[src/hdl/ths_queue.sv]
// ============================================================================
// ths_queue - short command queue
// A register FIFO that decouples the classifying front from the back.
// ============================================================================
module ths_queue #(
    parameter int WIDTH = 8,
    parameter int DEPTH = 4
) (
    input  logic             clk,
    input  logic             rst_n,
    input  logic             push,
    input  logic [WIDTH-1:0] din,
    output logic             full,
    input  logic             pop,
    output logic             empty,
    output logic [WIDTH-1:0] dout
);

    localparam int PTR_BITS = (DEPTH > 1) ? $clog2(DEPTH) : 1;
    localparam logic [PTR_BITS-1:0] LAST_SLOT = PTR_BITS'(DEPTH - 1);
    localparam logic [PTR_BITS:0]   FULL_COUNT = (PTR_BITS + 1)'(DEPTH);

    logic [WIDTH-1:0]    slot_reg [DEPTH];
    logic [PTR_BITS-1:0] wr_ptr_reg, wr_ptr_next;
    logic [PTR_BITS-1:0] rd_ptr_reg, rd_ptr_next;
    logic [PTR_BITS:0]   count_reg, count_next;

    assign full  = (count_reg == FULL_COUNT);
    assign empty = (count_reg == '0);
    assign dout  = slot_reg[rd_ptr_reg];

    always_comb
    begin
        wr_ptr_next = wr_ptr_reg;
        rd_ptr_next = rd_ptr_reg;
        count_next  = count_reg;
        if (push)
        begin
            wr_ptr_next = (wr_ptr_reg == LAST_SLOT) ? '0 : wr_ptr_reg + 1'b1;
        end
        if (pop)
        begin
            rd_ptr_next = (rd_ptr_reg == LAST_SLOT) ? '0 : rd_ptr_reg + 1'b1;
        end
        if (push && !pop)
        begin
            count_next = count_reg + 1'b1;
        end
        else if (pop && !push)
        begin
            count_next = count_reg - 1'b1;
        end
    end

    always_ff @(posedge clk or negedge rst_n)
    begin
        if (!rst_n)
        begin
            wr_ptr_reg <= '0;
            rd_ptr_reg <= '0;
            count_reg  <= '0;
        end
        else
        begin
            wr_ptr_reg <= wr_ptr_next;
            rd_ptr_reg <= rd_ptr_next;
            count_reg  <= count_next;
        end
    end

    always_ff @(posedge clk)
    begin
        if (push)
        begin
            slot_reg[wr_ptr_reg] <= din;
        end
    end

endmodule

[config.mk]
export PLATFORM = sky130hd
export DESIGN_NAME = ths_queue
export DESIGN_NICKNAME = d
export VERILOG_FILES = /design/src/hdl/ths_queue.sv
export SDC_FILE = /design/constraint.sdc
export NUM_CORES = 1
export LEC_CHECK = 0
export ABC_CLOCK_PERIOD_IN_PS = 2140
export BUFFER_PORTS_ARGS = -buffer_cell sky130_fd_sc_hd__buf_2
export CAP_MARGIN = 10
export CORE_ASPECT_RATIO = 0.8
export CORE_MARGIN = 10
export CORE_UTILIZATION = 55
export CTS_CLUSTER_DIAMETER = 120
export CTS_CLUSTER_SIZE = 16
export DETAILED_ROUTE_END_ITERATION = 12
export PLACE_DENSITY_LB_ADDON = 0.15
export SLEW_MARGIN = 10
export SYNTH_ARGS = -nofsm -noshare
export SYNTH_HDL_FRONTEND = slang
export SYNTH_SLANG_ARGS = --single-unit
[constraint.sdc]
create_clock -name clk -period 2.14 [get_ports clk]
set_input_delay 0.428 -clock clk [delete_from_list [all_inputs] [get_ports clk]]
set_output_delay 0.428 -clock clk [all_outputs]
set_load 0.1 [all_outputs]
Yosys cells after proc, flatten, opt, wreduce, memory -nomap -nowiden
Memory sizes are Yosys's and may differ from the RTL's.
Index checks and enable logic that the tools add are counted.
Cells by class
  order comparisons: 0
  add/sub/neg operators: 4
  shift operators: 0
  $mul: 0
  divide/modulo/power cells: 0
  multiplexer cells: 6
  equality and inequality tests: 3
  reduce and logical (&&, ||, !) cells: 6
  bitwise operators: 0
Operators by type and width (number)
  $mux W3: 2
  $add A2 B1 Y2 const B: 2
  $eq A2 B2 Y1 const B: 2
  $mux W2: 2
  $add A3 B1 Y3 const B: 1
  $eq A3 B3 Y1 const B: 1
  $logic_not A3 Y1: 1
  $sub A3 B1 Y3 const B: 1
  $logic_and A1 B1 Y1: 2
  $logic_not A1 Y1: 2
  $mux W1: 2
  $reduce_bool A2 Y1: 1
Word-level totals
  bits in writable memories: 32
  ROM bits: 0
  input port bits: 12
  bits in latches: 0
  output and inout bits: 10
  register bits after elaboration: 7
  logic and storage cells: 23
  memories: 1
Memory list
  slot_reg: depth 4, bits a word 8, read ports 1, clocked after memory_dff 0, wr ports 1, RTL line 23  | logic [WIDTH-1:0] slot_reg [DEPTH];

Longest topological paths before layout
Gate-level depths: netlist of the first run.
  word-level depth: 4
  depth in mapped cells: 7

Worst setup path before layout of the first run
No wires, ideal clock.
  path kind: flip-flop to output port
  from: register count_reg[0]
  to: output full
  arrival time: 2.635 ns
  cell stages (with the launch flop): 2
  slack: -0.923 ns
  cells stage by stage: dfrtp_1 > nor3b_1
On the way
  cells in the longest elaborated chain, start to end: 1
RTL lines
  from (decl): RTL line 26  | logic [PTR_BITS:0] count_reg, count_next;
  from (signal assigned): RTL line 67  | count_reg <= count_next;
  $eq A3 B3 Y1: RTL line 28  | assign full = (count_reg == FULL_COUNT);
  to (decl): RTL line 13  | output logic full,
Every way passes these cells.

Worst setup path in the final report of the first run
  from: register rd_ptr_reg[0]
  to: output dout[1]
On the way
  cells in the longest elaborated chain, start to end: 1
RTL lines
  from (decl): RTL line 25  | logic [PTR_BITS-1:0] rd_ptr_reg, rd_ptr_next;
  from (signal assigned): RTL line 66  | rd_ptr_reg <= rd_ptr_next;
  $mem_v2 Z4 W8
  to (decl): RTL line 16  | output logic [WIDTH-1:0] dout
Every way passes these cells.

==> results of run 1 <==
[metal layers]
layer  global-route usage  wire (um)  part of all wire  vias to the layer above
li1                     -          -                 -                      361
met1                0.118       1120              0.47                      372
met2                0.132       1040              0.44                       17
met3               0.0637        169             0.071                        7
met4               0.0526         48             0.020                        0
met5                    0          0                 0                        -
[worst min-delay path by stage]
stage	start	endpoint	slack [ns]	depth (start not counted)
after global routing	din[0]	slot_reg[0][0]$_DFFE_PP_	0.27	1
after floorplan	rst_n	count_reg[0]$_DFFE_PN0P_	0.13	0
final	din[1]	slot_reg[3][1]$_DFFE_PP_	0.29	1
after detailed placement	rst_n	count_reg[2]$_DFFE_PN0P_	0.27	1
after global placement	rst_n	count_reg[2]$_DFFE_PN0P_	0.27	1
after CTS	din[1]	slot_reg[3][1]$_DFFE_PP_	0.27	1
[cell usage in the layout (no fill, tap or decap), types with 2 or more instances in the layout]
cell type  synthesis  routed
and2_1             4       4
buf_2              1      13
buf_4              0       5
buf_6              1       6
clkbuf_4           0       5
clkbuf_8           0       2
dfrtp_1            7       7
edfxtp_1          32      32
ha_1               6       6
inv_1              5       5
mux2_2             3       3
mux4_2             8       8
nor2_1             2       2
o21ai_0            2       2
xor2_1             2       2
[area by class of cell]
class	count	area (sq um)
flip-flops and latches	39	1140
fillers	184	880
multi-input cells	33	409
repair buffers	25	180
clock buffers	7	65.1
well taps	38	47.5
inverters	5	18.8
clock inverters	1	7.51
[per-stage QoR]
step / instance area, sq um / std cells / hold WS (ns)
final: 1860 / 148 / 0.291
after global routing: 1860 / 148 / 0.266
after CTS: 1840 / 148 / 0.271
after detailed placement: 1740 / 139 / 0.273
after global placement: 1740 / 139 / 0.269
after floorplan: 1580 / 79 / 0.132
[cells by family after synthesis]
logic type,synth area share
buf+inv,0.0223
compound gates,0.00637
flops,0.724
fa+ha+maj,0.0606
xor+xnor,0.0167
simple gates,0.0343
mux,0.136
[what timing repair did]
action / 4_1_cts / 5_1_grt
hold buffers: 1 / 0
setup endpoints to repair: 8 / 6
hold endpoints to repair: 7 / 0
pin swaps: 0 / 0
gates cloned: 0 / 0
gates resized for setup: 8 / 6
==> reports/metrics.yaml, run 1 <==
cells_and_area:
  drive_above_1_share: 0.409
  final_util: 0.679
  area_growth_pct: 18.7
  diodes: 0
  largest_reg_flops: 32
  layout.nets: 128
critical_path:
  reg2reg_from: "wr_ptr_reg[0]$_DFFE_PN0P_"
  cp_num_cells: 3
  critPathCapture: "dout[1]"
  required_ns: 1.71
  cp_num_buf_inv: 2
  reg2reg_slack_ns: 0.69
  critPathLaunchType: "flip-flop"
  critPathCaptureType: "primary output"
  startpoint: "rd_ptr_reg[0]$_DFFE_PN0P_"
  cp.arrival_ns: 1.65
  cpLargestDelayFamily: "multiplexers"
  cpMostUsedCell: "buf_4"
  ff2ff_path_depth: 3
  cp_slowest_stage_delay_ns: 0.49
  slowest_stage: "mux4_2"
  path_max_fanout: 4
  path_cells: "buf_4 -> mux4_2 -> buf_4"
  path_class: "flip-flop to primary output"
  worstReg2RegEnd: "slot_reg[0][2]$_DFFE_PP_"
clocking:
  cts_setup_buffers: 0
  clockBufferDepth: 2
  cts-root-buf: "clkbuf_4"
  clkTransAtPathRegs_ns: 0.11
  cts_max_level: 2
  cts_tree: "yes"
  cts_sinks: 39
  cts_inserted_buffers: 5
  clk_latency_ns: 0.35
synth:
  synth.top_cell.area_share: 0.612
  synth_warnings: 0
  yosys.cell_types.count: 18
  synth_flop_cell: "edfxtp_1"
  syn-mean-instance-area_sq_um: 19.9
  synth_area_leader_cell: "edfxtp_1"
  synth-edff-count: 32
  synth_area_sq_mm: 0.00157
  synth_area_leaders: "edfxtp_1, mux4_2, dfrtp_1"
  synth_commonest_cells: "edfxtp_1, mux4_2, dfrtp_1"
  synth_seq_area_share: 0.724
  synthArstFlopShare: 0.179
  ys_ff_latch: 39
  synth_most_common_cell: "edfxtp_1"
  synth_fp_nets: 98
  syn_inst: 79
place:
  hpwlAfterDp_um: 1700
  post-place-ws_ns: 0.385
  io_buffers: 21
  gp_congestion: 0.669
detailed_routing:
  via_per_inst: 5.11
  drtPass1Iterations: 4
  wl_per_cell_um: 16.1
  routed_wl_um: 2380
  drcViolationCount: 0
  ant_nets: 0
  via_count: 757
  drtIter0Drc: 57
timing:
  setup_viol: 0
  fin_skew_ns: 0.00986
  slew_violations: 0
  fin_crit_sh: 0.970
  min_period_ns: 2.08
  worstMarginPinSlew_ns: 0.489
  fin_ws_ns: 0.0636
  fmax_mhz: 482
  slew_headroom: 0.676
  setup-tns-final_ns: 0
  hold_viol: 0
  grt_setup_unrepaired: "no"
outcome:
  outcome: "complete, no violations"
grt:
  grt_max_degree: 13
  grt_pass1_vias: 768
  antenna_found_initial: 0
  overflow: 0
  grt.total_usage: 0.0984
  grt_pass1_wl_um: 3780
floorplanning:
  num_io_pins: 22
  die_y_um: 67.8
  core_sq_mm: 0.00274
  num_rows: 17
  start_util: 0.572
  die_area_sq_mm: 0.00541
  die_w_um: 79.7
min_path:
  hp-class: "primary input to flip-flop"
flow_run:
  maxCapViolCount: 0
Power of run 1 is left out: the tool's default activity adds up to more than one toggle a clock period on the data nets, which glitch-free logic cannot reach.
==> run 2, diff against run 1 <==
--- a/config.mk
+++ b/config.mk
@@ -15,6 +15,7 @@
 export CTS_CLUSTER_SIZE = 16
 export DETAILED_ROUTE_END_ITERATION = 12
 export PLACE_DENSITY_LB_ADDON = 0.15
+export RECOVER_POWER = 100
 export SLEW_MARGIN = 10
 export SYNTH_ARGS = -nofsm -noshare
 export SYNTH_HDL_FRONTEND = slang
==> reports/metrics.yaml, run 2 (same netlist as run 1, synthesis figures left out) <==
outcome:
  outcome: "complete, no violations"
critical_path:
  cpMostUsedCell: "buf_4"
  reg2reg_from: "wr_ptr_reg[0]$_DFFE_PN0P_"
  slowest_stage: "mux4_2"
  worstReg2RegEnd: "slot_reg[0][2]$_DFFE_PP_"
  path_class: "flip-flop to primary output"
  critPathLaunchType: "flip-flop"
  reg2reg_slack_ns: 0.54  # -0.15 ns
  ff2ff_path_depth: 3  # unchanged
  path_cells: "buf_4 -> mux4_2 -> buf_4"
  critPathCaptureType: "primary output"
  path_max_fanout: 4  # unchanged
  cp_slowest_stage_delay_ns: 0.49  # about the same
  cp.arrival_ns: 1.65  # about the same
  required_ns: 1.71  # about the same
floorplanning:
  num_rows: 17  # unchanged
  die_w_um: 79.7  # unchanged
  die_area_sq_mm: 0.00541  # unchanged
  start_util: 0.572  # unchanged
  num_io_pins: 22  # unchanged
  core_sq_mm: 0.00274  # unchanged
  die_y_um: 67.8  # unchanged
detailed_routing:
  drtIter0Drc: 35  # -39%
  drtPass1Iterations: 4  # unchanged
  drcViolationCount: 0  # unchanged
  routed_wl_um: 2370  # -0.13%
  via_count: 762  # +0.66%
  ant_nets: 0  # unchanged
  via_per_inst: 5.15  # +0.66%
  wl_per_cell_um: 16.0  # -0.13%
clocking:
  cts_sinks: 39  # unchanged
  cts_tree: "yes"
  cts-root-buf: "clkbuf_4"
  cts_inserted_buffers: 5  # unchanged
  clockBufferDepth: 2  # unchanged
  clk_latency_ns: 0.35  # about the same
  cts_setup_buffers: 0  # unchanged
  clkTransAtPathRegs_ns: 0.11  # about the same
  cts_max_level: 2  # unchanged
min_path:
  hp-class: "primary input to flip-flop"
  holdPathStages: 1  # unchanged
  hold_start: "din[1]"
  whs_endpoint: "slot_reg[3][1]$_DFFE_PP_"
timing:
  hold_viol: 0  # unchanged
  slew_violations: 0  # unchanged
  slew_headroom: 0.581  # -0.0952
  grt_setup_unrepaired: "no"
  fin_skew_ns: 0.00937  # -0.000490 ns
  worstMarginPinSlew_ns: 0.628  # +0.139 ns
  fmax_mhz: 482  # about the same
  setup_viol: 0  # unchanged
  fin_crit_sh: 0.970  # about the same
  setup-tns-final_ns: 0  # unchanged
  min_period_ns: 2.08  # -0.00114 ns
cells_and_area:
  layout_commonest_cell: "edfxtp_1"
  multi_input_area_sq_um: 409  # unchanged
  seqCellArea_sq_mm: 0.00114  # unchanged
  final_cell_mix: "edfxtp_1, clkbuf_1, mux4_2"
  area_growth_pct: 17.9
  fillers: 192  # +4.3%
  largest_reg_flops: 32  # unchanged
  drive_above_1_share: 0.318  # -0.0909
  diodes: 0  # unchanged
  layout.nets: 128  # unchanged
grt:
  grt_pass1_wl_um: 3780  # unchanged
  antenna_found_initial: 0  # unchanged
  grt.total_usage: 0.0984  # unchanged
  grt_pass1_vias: 768  # unchanged
  grt_max_degree: 13  # unchanged
  overflow: 0  # unchanged
place:
  gp_congestion: 0.669  # unchanged
  hpwlAfterDp_um: 1700  # unchanged
  io_buffers: 21  # unchanged
flow_run:
  maxCapViolCount: 0  # unchanged
run 2: changes by cell type in the layout (fill, tap and decap cells not counted), sizes merged:
cell / delta
clkbuf: +12
buf: -12
run 2: layer usage:
layer	wire length (um)	global-route usage
met1	1100	0.118
met3	177	0.0637
met2	1050	0.132
met4	48	0.0526
met5	0	0
run 2: per-stage QoR:
stage	hold slack [ns]	util	setup WS [ns]	cells	instance area (sq um)
2_1_floorplan	0.132	-	0.0553	79	1580
3_3_place_gp	0.269	0.634	0.400	139	1740
3_5_place_dp	0.273	0.634	0.385	139	1740
4_1_cts	0.271	0.671	0.0283	148	1840
5_1_grt	0.332	0.675	0.000605	148	1850
6_report	0.332	0.675	0.0647	148	1850
run 2: worst max path at each step:
stage,slack [ns],from,end
3_5_place_dp,0.39,rd_ptr_reg[0]$_DFFE_PN0P_,dout[6]
3_3_place_gp,0.40,rd_ptr_reg[0]$_DFFE_PN0P_,dout[5]
2_1_floorplan,0.06,count_reg[1]$_DFFE_PN0P_,full
6_report,0.06,rd_ptr_reg[0]$_DFFE_PN0P_,dout[1]
5_1_grt,0.0006,rd_ptr_reg[0]$_DFFE_PN0P_,dout[1]
4_1_cts,0.03,rd_ptr_reg[0]$_DFFE_PN0P_,dout[6]
run 2: worst max-delay path, delay by kind of cell, from the launching register on:
family	cells	cell delay, ns
flip-flops	1	0.40
multiplexers	1	0.49
buffers and inverters	2	0.41
run 2: repair_timing:
action	in CTS	in global routing
resized for setup	8	6
hold endpoints to repair	7	0
endpoints found under the setup margin	8	6
hold buffers	1	0
run 2: area by class of cell:
cell class / count / area share
sequential: 39 / 0.614
clock inverter: 1 / 0.00405
tap: 38 / 0.0257
timing repair buffer: 25 / 0.0905
inverter: 5 / 0.0101
clock buffer: 7 / 0.0351
multi-input combinational: 33 / 0.221
Power of run 2 is left out for the same reason.
==> run 3, diff against run 2 <==
--- a/config.mk
+++ b/config.mk
@@ -5,7 +5,7 @@
 export SDC_FILE = /design/constraint.sdc
 export NUM_CORES = 1
 export LEC_CHECK = 0
-export ABC_CLOCK_PERIOD_IN_PS = 2140
+export ABC_CLOCK_PERIOD_IN_PS = 2100
 export BUFFER_PORTS_ARGS = -buffer_cell sky130_fd_sc_hd__buf_2
 export CAP_MARGIN = 10
 export CORE_ASPECT_RATIO = 0.8
==> constraint.sdc (replaced) <==
create_clock -name clk -period 2.1 [get_ports clk]
set_input_delay 0.42 -clock clk [delete_from_list [all_inputs] [get_ports clk]]
set_output_delay 0.42 -clock clk [all_outputs]
set_load 0.1 [all_outputs]
==> reports/metrics.yaml, run 3 (same netlist as run 1, synthesis figures left out) <==
clocking:
  clkTransAtPathRegs_ns: 0.11  # about the same
  cts_setup_buffers: 0  # unchanged
  cts_tree: "yes"
  cts_inserted_buffers: 5  # unchanged
  cts_sinks: 39  # unchanged
  clockBufferDepth: 2  # unchanged
  clk_latency_ns: 0.35  # about the same
  cts_max_level: 2  # unchanged
  cts-root-buf: "clkbuf_4"
detailed_routing:
  via_per_inst: 5.11  # -0.79%
  drtPass1Iterations: 4  # unchanged
  wl_per_cell_um: 16.1  # about the same
  via_count: 756  # -0.79%
  drcViolationCount: 0  # unchanged
  routed_wl_um: 2380  # about the same
  drtIter0Drc: 32  # -8.6%
  ant_nets: 0  # unchanged
cells_and_area:
  final_cell_mix: "edfxtp_1, clkbuf_1, mux4_2, buf_6, dfrtp_1"
  layout_commonest_cell: "edfxtp_1"
  diodes: 0  # unchanged
  layout.nets: 128  # unchanged
  area_growth_pct: 19.2
  largest_reg_flops: 32  # unchanged
  fillers: 188  # -2.1%
  final_area_sq_mm: 0.00187  # +1.1%
  drive_above_1_share: 0.318  # unchanged
critical_path:
  reg2reg_slack_ns: 0.51  # -0.03 ns
  required_ns: 1.68  # -0.03 ns
  critPathCaptureType: "primary output"
  reg2reg_from: "wr_ptr_reg[0]$_DFFE_PN0P_"
  worstReg2RegEnd: "slot_reg[0][2]$_DFFE_PP_"
  ff2ff_path_depth: 3  # unchanged
  path_class: "flip-flop to primary output"
  startpoint: "rd_ptr_reg[0]$_DFFE_PN0P_"
  path_max_fanout: 4  # unchanged
  critPathLaunchType: "flip-flop"
  cp.arrival_ns: 1.63  # -0.02 ns
place:
  hpwlAfterDp_um: 1700  # unchanged
  placedInstanceArea_sq_mm: 0.00174  # unchanged
  io_buffers: 21  # unchanged
  gp_congestion: 0.669  # unchanged
min_path:
  hp-class: "primary input to flip-flop"
  hold_start: "din[1]"
  whs_endpoint: "slot_reg[3][1]$_DFFE_PP_"
  holdPathStages: 1  # unchanged
floorplanning:
  die_w_um: 79.7  # unchanged
  num_io_pins: 22  # unchanged
  die_y_um: 67.8  # unchanged
  core_sq_mm: 0.00274  # unchanged
  start_util: 0.572  # unchanged
  die_area_sq_mm: 0.00541  # unchanged
  num_rows: 17  # unchanged
timing:
  min_period_ns: 2.05
  worstMarginPinSlew_ns: 0.624  # -0.00405 ns
  fin_crit_sh: 0.976
  hold_viol: 0  # unchanged
  setup_viol: 0  # unchanged
  fmax_mhz: 488
  grt_setup_unrepaired: "yes"
  slew_headroom: 0.584  # +0.00270
  hold_ws_ns: 0.324  # -0.00810 ns
  fin_skew_ns: 0.00905  # -0.000323 ns
  slew_violations: 0  # unchanged
outcome:
  outcome: "complete, no violations"
grt:
  grt_pass1_vias: 771  # +0.39%
  grt.total_usage: 0.0990  # +0.000566
  grt_max_degree: 13  # unchanged
  grt_pass1_wl_um: 3810  # +0.71%
  overflow: 0  # unchanged
  antenna_found_initial: 0  # unchanged
flow_run:
  maxCapViolCount: 0  # unchanged
-- run 3: critical path, stage by stage (launching register included) --
cell     delay [ns]
dfrtp_1        0.41
buf_4          0.17
mux4_2         0.50
buf_6          0.20
-- run 3: how the worst max path moves through the flow --
stage / end / slack (ns) / depth (start not counted)
after floorplan: full / 0.02 / 1
after global placement: dout[5] / 0.37 / 3
after detailed placement: dout[6] / 0.35 / 3
after CTS: dout[1] / 0.003 / 3
after global routing: dout[0] / -0.02 / 3
final: dout[3] / 0.05 / 3
-- run 3: repair_timing --
item,CTS,global route
gates resized for setup,11,8
endpoints found under the setup margin,8,8
hold endpoints to repair,7,0
hold buffers,1,0
-- run 3: layer usage --
metal | up-vias | wire, um | global-route usage
met2 | 19 | 1050 | 0.134
met5 | - | 0 | 0
met3 | 7 | 181 | 0.0623
met1 | 369 | 1100 | 0.119
met4 | 0 | 48 | 0.0526
li1 | 361 | - | -
-- run 3: metrics by stage --
step | setup WS, ns | setup TNS (ns) | util | std cells
6_report | 0.0495 | 0 | 0.682 | 148
5_1_grt | -0.0223 | -0.0944 | 0.682 | 148
4_1_cts | 0.00275 | 0 | 0.675 | 148
3_5_place_dp | 0.353 | 0 | 0.634 | 139
3_3_place_gp | 0.368 | 0 | 0.634 | 139
2_1_floorplan | 0.0233 | 0 | - | 79
-- run 3: layout make-up --
class,count,area (sq um),area share
Clock buffer,7,65.1,0.0348
Inverter,5,18.8,0.0100
Timing Repair Buffer,25,188,0.100
Clock inverter,1,7.51,0.00401
Tap cell,38,47.5,0.0254
Sequential cell,39,1140,0.607
Multi-Input combinational cell,33,409,0.219
Power of run 3 is left out for the same reason.
